<file path="config.mk">
export PLATFORM = sky130hd
export DESIGN_NAME = masked_signal_filter_with_timeouts
export DESIGN_NICKNAME = d
export VERILOG_FILES = /design/src/rtl/msf_pkg.sv /design/src/rtl/masked_signal_filter_with_timeouts.sv
export SDC_FILE = /design/constraint.sdc
export NUM_CORES = 2
export LEC_CHECK = 0
export ABC_AREA = 1
export BUFFER_PORTS_ARGS = -buffer_cell sky130_fd_sc_hd__buf_2
export CORE_MARGIN = 4
export CORE_UTILIZATION = 40
export DETAILED_ROUTE_END_ITERATION = 8
export PLACE_DENSITY_LB_ADDON = 0.12
export SYNTH_ARGS = -nofsm -noshare
export SYNTH_HDL_FRONTEND = slang
export SYNTH_SLANG_ARGS = --single-unit
</file>
<file path="constraint.sdc">
create_clock -name clk -period 9.17 [get_ports clk]
set_input_delay 1.3755 -clock clk [delete_from_list [all_inputs] [get_ports clk]]
set_output_delay 1.3755 -clock clk [all_outputs]
set_load 0.1 [all_outputs]
</file>
<file path="src/rtl/msf_pkg.sv">
// ----------------------------------------------------------------------------
// msf_pkg: shared types and constants for the masked signal filter
// Slot table sizing, command codes, result kinds and sequencer states.
// ----------------------------------------------------------------------------
package msf_pkg;

	// table sizing
	localparam int SLOT_COUNT    = 16;
	localparam int SIGNAL_WIDTH  = 32;
	localparam int TIMEOUT_WIDTH = 16;
	localparam int IDX_W         = (SLOT_COUNT > 1) ? $clog2(SLOT_COUNT) : 1;

	// port field widths
	localparam int CMD_W     = 2;
	localparam int SIG_W     = 32;
	localparam int TICKS_W   = 16;
	localparam int SLOT_W    = 4;

	typedef enum logic [CMD_W-1:0] {
		CMD_SIGNAL = 2'd0,
		CMD_TICK   = 2'd1,
		CMD_ADD    = 2'd2,
		CMD_REMOVE = 2'd3
	} cmd_t;

	typedef enum logic {
		EV_DELIVER = 1'b0,
		EV_TIMEOUT = 1'b1
	} event_kind_t;

	typedef enum logic [1:0] {
		ST_IDLE,
		ST_SCAN,
		ST_FLUSH
	} state_t;

endpackage

</file>
<file path="src/rtl/masked_signal_filter_with_timeouts.sv">
// ----------------------------------------------------------------------------
// masked_signal_filter_with_timeouts: subscription slot table with timeouts
// Add and remove update the table when accepted. Signal and tick items scan one slot
// per cycle while the output register is free, through a shared compare/decrement unit;
// a new item is accepted only once the scan and flush of the last one are done.
// Results appear in the cycle after the scan step that finds the next hit, or after the flush.
// Reset (arst_n low, asynchronous) clears all slots, countdowns and the output valid flag.
// ----------------------------------------------------------------------------
module masked_signal_filter_with_timeouts (
	input  logic                        clk,
	input  logic                        arst_n,
	input  logic                        in_valid,
	output logic                        in_ready,
	input  logic [msf_pkg::CMD_W-1:0]   command,
	input  logic [msf_pkg::SIG_W-1:0]   signal_id,
	input  logic [msf_pkg::SIG_W-1:0]   filter_mask,
	input  logic [msf_pkg::TICKS_W-1:0] timeout_ticks,
	input  logic [msf_pkg::SLOT_W-1:0]  slot_index,
	output logic                        out_valid,
	input  logic                        out_ready,
	output logic                        event_kind,
	output logic [msf_pkg::SLOT_W-1:0]  hit_slot,
	output logic [msf_pkg::SIG_W-1:0]   delivered_signal,
	output logic                        last_of_run
);
	import msf_pkg::*;

	localparam logic [IDX_W-1:0] LAST_SLOT = IDX_W'(SLOT_COUNT - 1);

	// slot table
	logic                     slot_valid_q [SLOT_COUNT];
	logic [SIGNAL_WIDTH-1:0]  match_value_q [SLOT_COUNT];
	logic [SIGNAL_WIDTH-1:0]  match_mask_q [SLOT_COUNT];
	logic [TIMEOUT_WIDTH-1:0] timeout_length_q [SLOT_COUNT];
	logic [TIMEOUT_WIDTH-1:0] countdown_q [SLOT_COUNT];
	logic                     armed_q [SLOT_COUNT];

	// sequencer
	state_t                  state_q, state_d;
	cmd_t                    cmd_q;
	logic [SIGNAL_WIDTH-1:0] sig_q;
	logic [IDX_W-1:0]        scan_idx_q;

	// held hit waiting to learn whether it is the last one
	logic                    hold_valid_q;
	event_kind_t             hold_kind_q;
	logic [IDX_W-1:0]        hold_slot_q;
	logic [SIGNAL_WIDTH-1:0] hold_sig_q;

	// output register
	logic                    out_valid_q;
	event_kind_t             out_kind_q;
	logic [SLOT_W-1:0]       out_slot_q;
	logic [SIG_W-1:0]        out_sig_q;
	logic                    out_last_q;

	// control
	logic                     accept;
	logic                     out_free;
	logic                     step_en;
	logic                     flush_en;
	logic                     in_range;
	logic [IDX_W-1:0]         wr_idx;
	logic [SIGNAL_WIDTH-1:0]  in_sig;
	logic [SIGNAL_WIDTH-1:0]  in_msk;
	logic [31:0]              tmo_ext;
	logic [TIMEOUT_WIDTH-1:0] in_tmo;

	// shared unit
	logic                     cur_valid;
	logic                     sig_match;
	logic [TIMEOUT_WIDTH-1:0] cnt_dec;
	logic                     tick_hit;
	logic                     hit;
	event_kind_t              hit_kind;
	logic [SIGNAL_WIDTH-1:0]  hit_sig;

	// input field shaping
	assign accept   = in_valid && in_ready;
	assign in_range = (int'(slot_index) < SLOT_COUNT);
	assign wr_idx   = IDX_W'(slot_index);
	assign in_sig   = signal_id[SIGNAL_WIDTH-1:0];
	assign in_msk   = filter_mask[SIGNAL_WIDTH-1:0];
	assign tmo_ext  = 32'(timeout_ticks);
	assign in_tmo   = tmo_ext[TIMEOUT_WIDTH-1:0];

	// compare and decrement the slot under the scan pointer
	assign cur_valid = slot_valid_q[scan_idx_q];
	assign sig_match = cur_valid &&
		((sig_q & match_mask_q[scan_idx_q]) == match_value_q[scan_idx_q]);
	assign cnt_dec   = countdown_q[scan_idx_q] - TIMEOUT_WIDTH'(1);
	assign tick_hit  = cur_valid && armed_q[scan_idx_q] && (cnt_dec == '0);
	assign hit       = (cmd_q == CMD_SIGNAL) ? sig_match : tick_hit;
	assign hit_kind  = (cmd_q == CMD_SIGNAL) ? EV_DELIVER : EV_TIMEOUT;
	assign hit_sig   = (cmd_q == CMD_SIGNAL) ? sig_q : '0;

	assign out_free = !out_valid_q || out_ready;

	// next state
	always_comb begin
		state_d = state_q;
		unique case (state_q)
			ST_IDLE: begin
				if (accept && (cmd_t'(command) == CMD_SIGNAL ||
					cmd_t'(command) == CMD_TICK)) begin
					state_d = ST_SCAN;
				end
			end
			ST_SCAN: begin
				if (out_free && scan_idx_q == LAST_SLOT) begin
					state_d = ST_FLUSH;
				end
			end
			ST_FLUSH: begin
				if (out_free || !hold_valid_q) begin
					state_d = ST_IDLE;
				end
			end
			default: state_d = ST_IDLE;
		endcase
	end

	// sequencer outputs
	always_comb begin
		in_ready = 1'b0;
		step_en  = 1'b0;
		flush_en = 1'b0;
		unique case (state_q)
			ST_IDLE:  in_ready = 1'b1;
			ST_SCAN:  step_en  = out_free;
			ST_FLUSH: flush_en = out_free && hold_valid_q;
			default: begin
				in_ready = 1'b0;
			end
		endcase
	end

	// control registers
	always_ff @(posedge clk or negedge arst_n) begin
		if (!arst_n) begin
			state_q      <= ST_IDLE;
			scan_idx_q   <= '0;
			hold_valid_q <= 1'b0;
			out_valid_q  <= 1'b0;
		end else begin
			state_q <= state_d;
			if (accept) begin
				scan_idx_q <= '0;
			end else if (step_en) begin
				scan_idx_q <= scan_idx_q + IDX_W'(1);
			end
			if (step_en && hit) begin
				hold_valid_q <= 1'b1;
			end else if (flush_en) begin
				hold_valid_q <= 1'b0;
			end
			if ((step_en && hit && hold_valid_q) || flush_en) begin
				out_valid_q <= 1'b1;
			end else if (out_ready) begin
				out_valid_q <= 1'b0;
			end
		end
	end

	// payload registers
	always_ff @(posedge clk) begin
		if (accept) begin
			cmd_q <= cmd_t'(command);
			sig_q <= in_sig;
		end
		if (step_en && hit) begin
			hold_kind_q <= hit_kind;
			hold_slot_q <= scan_idx_q;
			hold_sig_q  <= hit_sig;
		end
		if ((step_en && hit && hold_valid_q) || flush_en) begin
			out_kind_q <= hold_kind_q;
			out_slot_q <= SLOT_W'(hold_slot_q);
			out_sig_q  <= SIG_W'(hold_sig_q);
			out_last_q <= flush_en;
		end
	end

	// slot contents: written on add only
	always_ff @(posedge clk) begin
		if (accept && in_range && cmd_t'(command) == CMD_ADD) begin
			match_value_q[wr_idx]    <= in_sig;
			match_mask_q[wr_idx]     <= in_msk;
			timeout_length_q[wr_idx] <= in_tmo;
		end
	end

	// valid bits, countdowns and armed bits
	always_ff @(posedge clk or negedge arst_n) begin
		if (!arst_n) begin
			for (int i = 0; i < SLOT_COUNT; i++) begin
				slot_valid_q[i] <= 1'b0;
				countdown_q[i]  <= '0;
				armed_q[i]      <= 1'b0;
			end
		end else begin
			if (accept && in_range && cmd_t'(command) == CMD_ADD) begin
				slot_valid_q[wr_idx] <= 1'b1;
				countdown_q[wr_idx]  <= in_tmo;
				armed_q[wr_idx]      <= (in_tmo != '0);
			end else if (accept && in_range && cmd_t'(command) == CMD_REMOVE) begin
				slot_valid_q[wr_idx] <= 1'b0;
				countdown_q[wr_idx]  <= '0;
				armed_q[wr_idx]      <= 1'b0;
			end else if (step_en) begin
				// reload on delivery, count down on tick
				if (cmd_q == CMD_SIGNAL) begin
					if (sig_match && timeout_length_q[scan_idx_q] != '0) begin
						countdown_q[scan_idx_q] <= timeout_length_q[scan_idx_q];
						armed_q[scan_idx_q]     <= 1'b1;
					end
				end else if (cur_valid && armed_q[scan_idx_q]) begin
					countdown_q[scan_idx_q] <= cnt_dec;
					if (cnt_dec == '0) begin
						armed_q[scan_idx_q] <= 1'b0;
					end
				end
			end
		end
	end

	// drive ports
	assign out_valid        = out_valid_q;
	assign event_kind       = out_kind_q;
	assign hit_slot         = out_slot_q;
	assign delivered_signal = out_sig_q;
	assign last_of_run      = out_last_q;

endmodule

</file>
==> flow_summary.json <==
{
  "io_pins": 130,
  "finalHoldViolations": 0,
  "dr.max_layer_used": "met5",
  "r2r_slack_ps": 2970,
  "overflow": 0,
  "fin_skew_ps": 93.66,
  "synth_top_area_cell": "edfxtp_1",
  "crit_top_cell": "nand2_1",
  "synthDominantCellAreaShare": 0.5371,
  "pwr-share-comb": 0.430,
  "met2WireLength_um": 128200,
  "grt_pass1_vias": 57250,
  "p_seq_frac": 0.313,
  "max-cap-violations": 0,
  "drt_iter0_drc": 7140,
  "hold_ws_ps": 419.1,
  "synth-edff-count": 1389,
  "cts.sinks": 1685,
  "yosys_warnings": 0,
  "start_kind": "flip-flop",
  "critPathBufInv": 3,
  "grt_pass1_wl_um": 412700,
  "layout_commonest_cell": "nand2_1",
  "whs_path_depth": 0,
  "irDropWorstVdd_v": 0.0003786,
  "crit_arrival_ps": 6910,
  "syn_area_um2": 77660,
  "gp_congestion": 0.9538,
  "internal_power_w": 0.01551,
  "setup_viol_count_final": 0,
  "wirelength_um": 287500,
  "worstMarginPinSlew_ps": 1198,
  "cts_tree": "yes",
  "slew_headroom": 0.2003,
  "grt_max_degree": 159,
  "power_density_nw_per_um2": 330.4,
  "grtUsageTotal": 0.2772,
  "cp_cell_sequence": "nand2_1 -> inv_6 -> buf_4 -> nand2_1 -> nand2_1 -> inv_1 -> nand2_1 -> nand2_1 -> a21oi_1 -> nand3_1 -> nor3_2 -> nand3_1 -> nand2_1 -> nand2_1 -> nand2_8 -> nand2_1 -> o21ai_0",
  "timing.fmax_mhz": 161.2,
  "die_y_um": 448.6,
  "crit_path_end_kind": "flip-flop",
  "clkLatencyLatePin_ps": 850,
  "synth_area_leaders": "edfxtp_1 (54%), nand2_1 (12%), dfrtp_1 (9.5%)",
  "crit_fanout": 85,
  "floorplan.initialDensity": 0.4028,
  "synth_ff_type": "edfxtp_1",
  "die_area_um2": 201300,
  "hpwl_um": 153200,
  "layout-drive-gt1-share": 0.07524,
  "netSwitchingFraction": 0.4581,
  "detail_route.wl_per_cell_um": 26.81,
  "rsz0062_at_grt": "no",
  "synth-seq-cells": 1685,
  "final_cell_mix": "nand2_1 (2515), edfxtp_1 (1389), nor2_1 (627), o21ai_0 (586), inv_1 (556)",
  "syn_avg_cell_area_um2": 9.653,
  "viasPerCell": 5.718,
  "fin_nets": 8129,
  "slew_violations": 0,
  "dr_wl_met3_um": 24360,
  "numCtsBuffers": 188,
  "min_to": "delivered_signal[31]",
  "fin_crit_ps": 6204,
  "cts.path.max_buffers": 3,
  "ys_seq_area_frac": 0.6325,
  "wl_met1_um": 120100,
  "drc": 0,
  "tns_ps": 0,
  "hold_buffers": 0,
  "die_w_um": 448.6,
  "cpPeakStageDelay_ps": 750,
  "p_clk_frac": 0.257,
  "synth.distinct_cells": 46,
  "reg2reg_from": "scan_idx_q[2]",
  "vias": 61320,
  "clk_pin_slew_ps": 60,
  "core-area_um2": 192800,
  "syn_inst": 8045,
  "required_ps": 9880,
  "first_pass_iters": 8,
  "rows": 161,
  "post_cts_buffers": 0,
  "syn_nets": 8141,
  "post-route-period-util": 0.6765,
  "hold_path_startpoint": "hold_sig_q[31]",
  "r2r-end": "countdown_q[114]",
  "cts-root-buf": "clkbuf_16",
  "min_path_type": "flip-flop to flip-flop",
  "place.port_buffers": 129,
  "critPathKind": "flip-flop to flip-flop",
  "p_leak_nw": 33.53,
  "ctsResizeCount": 0,
  "ys_async_sr_fraction": 0.1757,
  "cp_slowest_cell": "nand2_1",
  "outcome": "finished, final reports clean",
  "cts_max_level": 4,
  "syn_to_final_growth_pct": 11.56,
  "critical-path-top-delay-family": "simple AND/OR/NAND/NOR gates",
  "grt_antenna_before_repair": 23,
  "power_switching_w": 0.01311,
  "reg2reg_depth": 17,
  "ant_nets": 0
}
## power groups by stage
| stage | clock (W) | combinational (W) | sequential, W |
|---|---|---|---|
| after floorplan | 0 | 0.00686 | 0.00896 |
| after global placement | 0 | 0.0118 | 0.00909 |
| after detailed placement | 0 | 0.0119 | 0.00909 |
| after CTS | 0.00748 | 0.0119 | 0.00894 |
| after global routing | 0.00779 | 0.0129 | 0.00898 |
| final | 0.00735 | 0.0123 | 0.00895 |
## cell type report
class                      count  area (um2)
fill                       18330      106100
sequential                  1685       49120
multi-input combinational   5282       24040
clock buffer                 258        5167
tap                         2526        3161
inverter                     595        2258
timing repair buffer         281        2072
clock inverter                86       782.0
antenna                       11       27.53
## logic make-up (layout without fill, tap and decap cells)
group           Yosys count  count (layout)  share of synthesized area
flops                  1685            1685                     0.6325
fa+ha+maj                 6               6                  0.0009667
other cells               0              11                          0
buf+inv                1078            1220                    0.06034
compound gates         1467            1467                     0.1093
xor+xnor                  1               1                  0.0001128
simple gates           3808            3808                     0.1968
## cells in the mapped netlist (all sizes together) (2+ instances only)
library cell	number
nand2	2534
edfxtp	1389
o21ai	708
nor2	652
inv	566
nand3	538
buf	311
o22ai	305
dfrtp	296
a21oi	193
clkbuf	172
a22oi	119
nand4	65
a221oi	61
o211ai	55
clkinv	29
nand3b	7
nor3	7
ha	6
o221ai	6
a21boi	4
o21bai	4
or2	3
a21o	2
a22o	2
o2111ai	2
## sequential cells by signal, summed over array words and instances, names as in the netlist, named ones only
signal and count:
delivered_signal 32, match_mask_q 512, hold_valid_q 1, last_of_run 1, out_valid 1, timeout_length_q 256
hit_slot 4, event_kind 1, cmd_q 2, countdown_q 256, state_q 2, match_value_q 512
hold_kind_q 1, sig_q 32, hold_sig_q 32, scan_idx_q 4, hold_slot_q 4
## routing by layer
metal  global-route usage  vias to the layer above
met5                    0                        -
met3              0.05622                      780
li1                     -                    27540
met4               0.1226                        8
met2               0.4273                     3010
met1               0.3797                    29990
## stage by stage
stage / util / std cells / total power [W] / area [um2] / setup WS [ps]
2_1_floorplan: - / 8045 / 0.01582 / 77660 / 128.1
6_report: 0.4494 / 10720 / 0.02862 / 86640 / 2966
3_3_place_gp: 0.4184 / 10370 / 0.02093 / 80660 / 3111
4_1_cts: 0.4493 / 10710 / 0.02831 / 86610 / 3035
3_5_place_dp: 0.4184 / 10370 / 0.02096 / 80660 / 3075
5_1_grt: 0.4493 / 10710 / 0.02970 / 86610 / 2589
## worst max path at each step
stage | from | endpoint | cells past startpoint
floorplan | state_q[1] | countdown_q[48] | 11
global placement | scan_idx_q[2] | countdown_q[112] | 17
detailed placement | scan_idx_q[2] | countdown_q[114] | 17
CTS | scan_idx_q[2] | countdown_q[114] | 17
global route | scan_idx_q[0] | countdown_q[114] | 22
finish | scan_idx_q[2] | countdown_q[114] | 17
(Power assumes the default switching activity.)
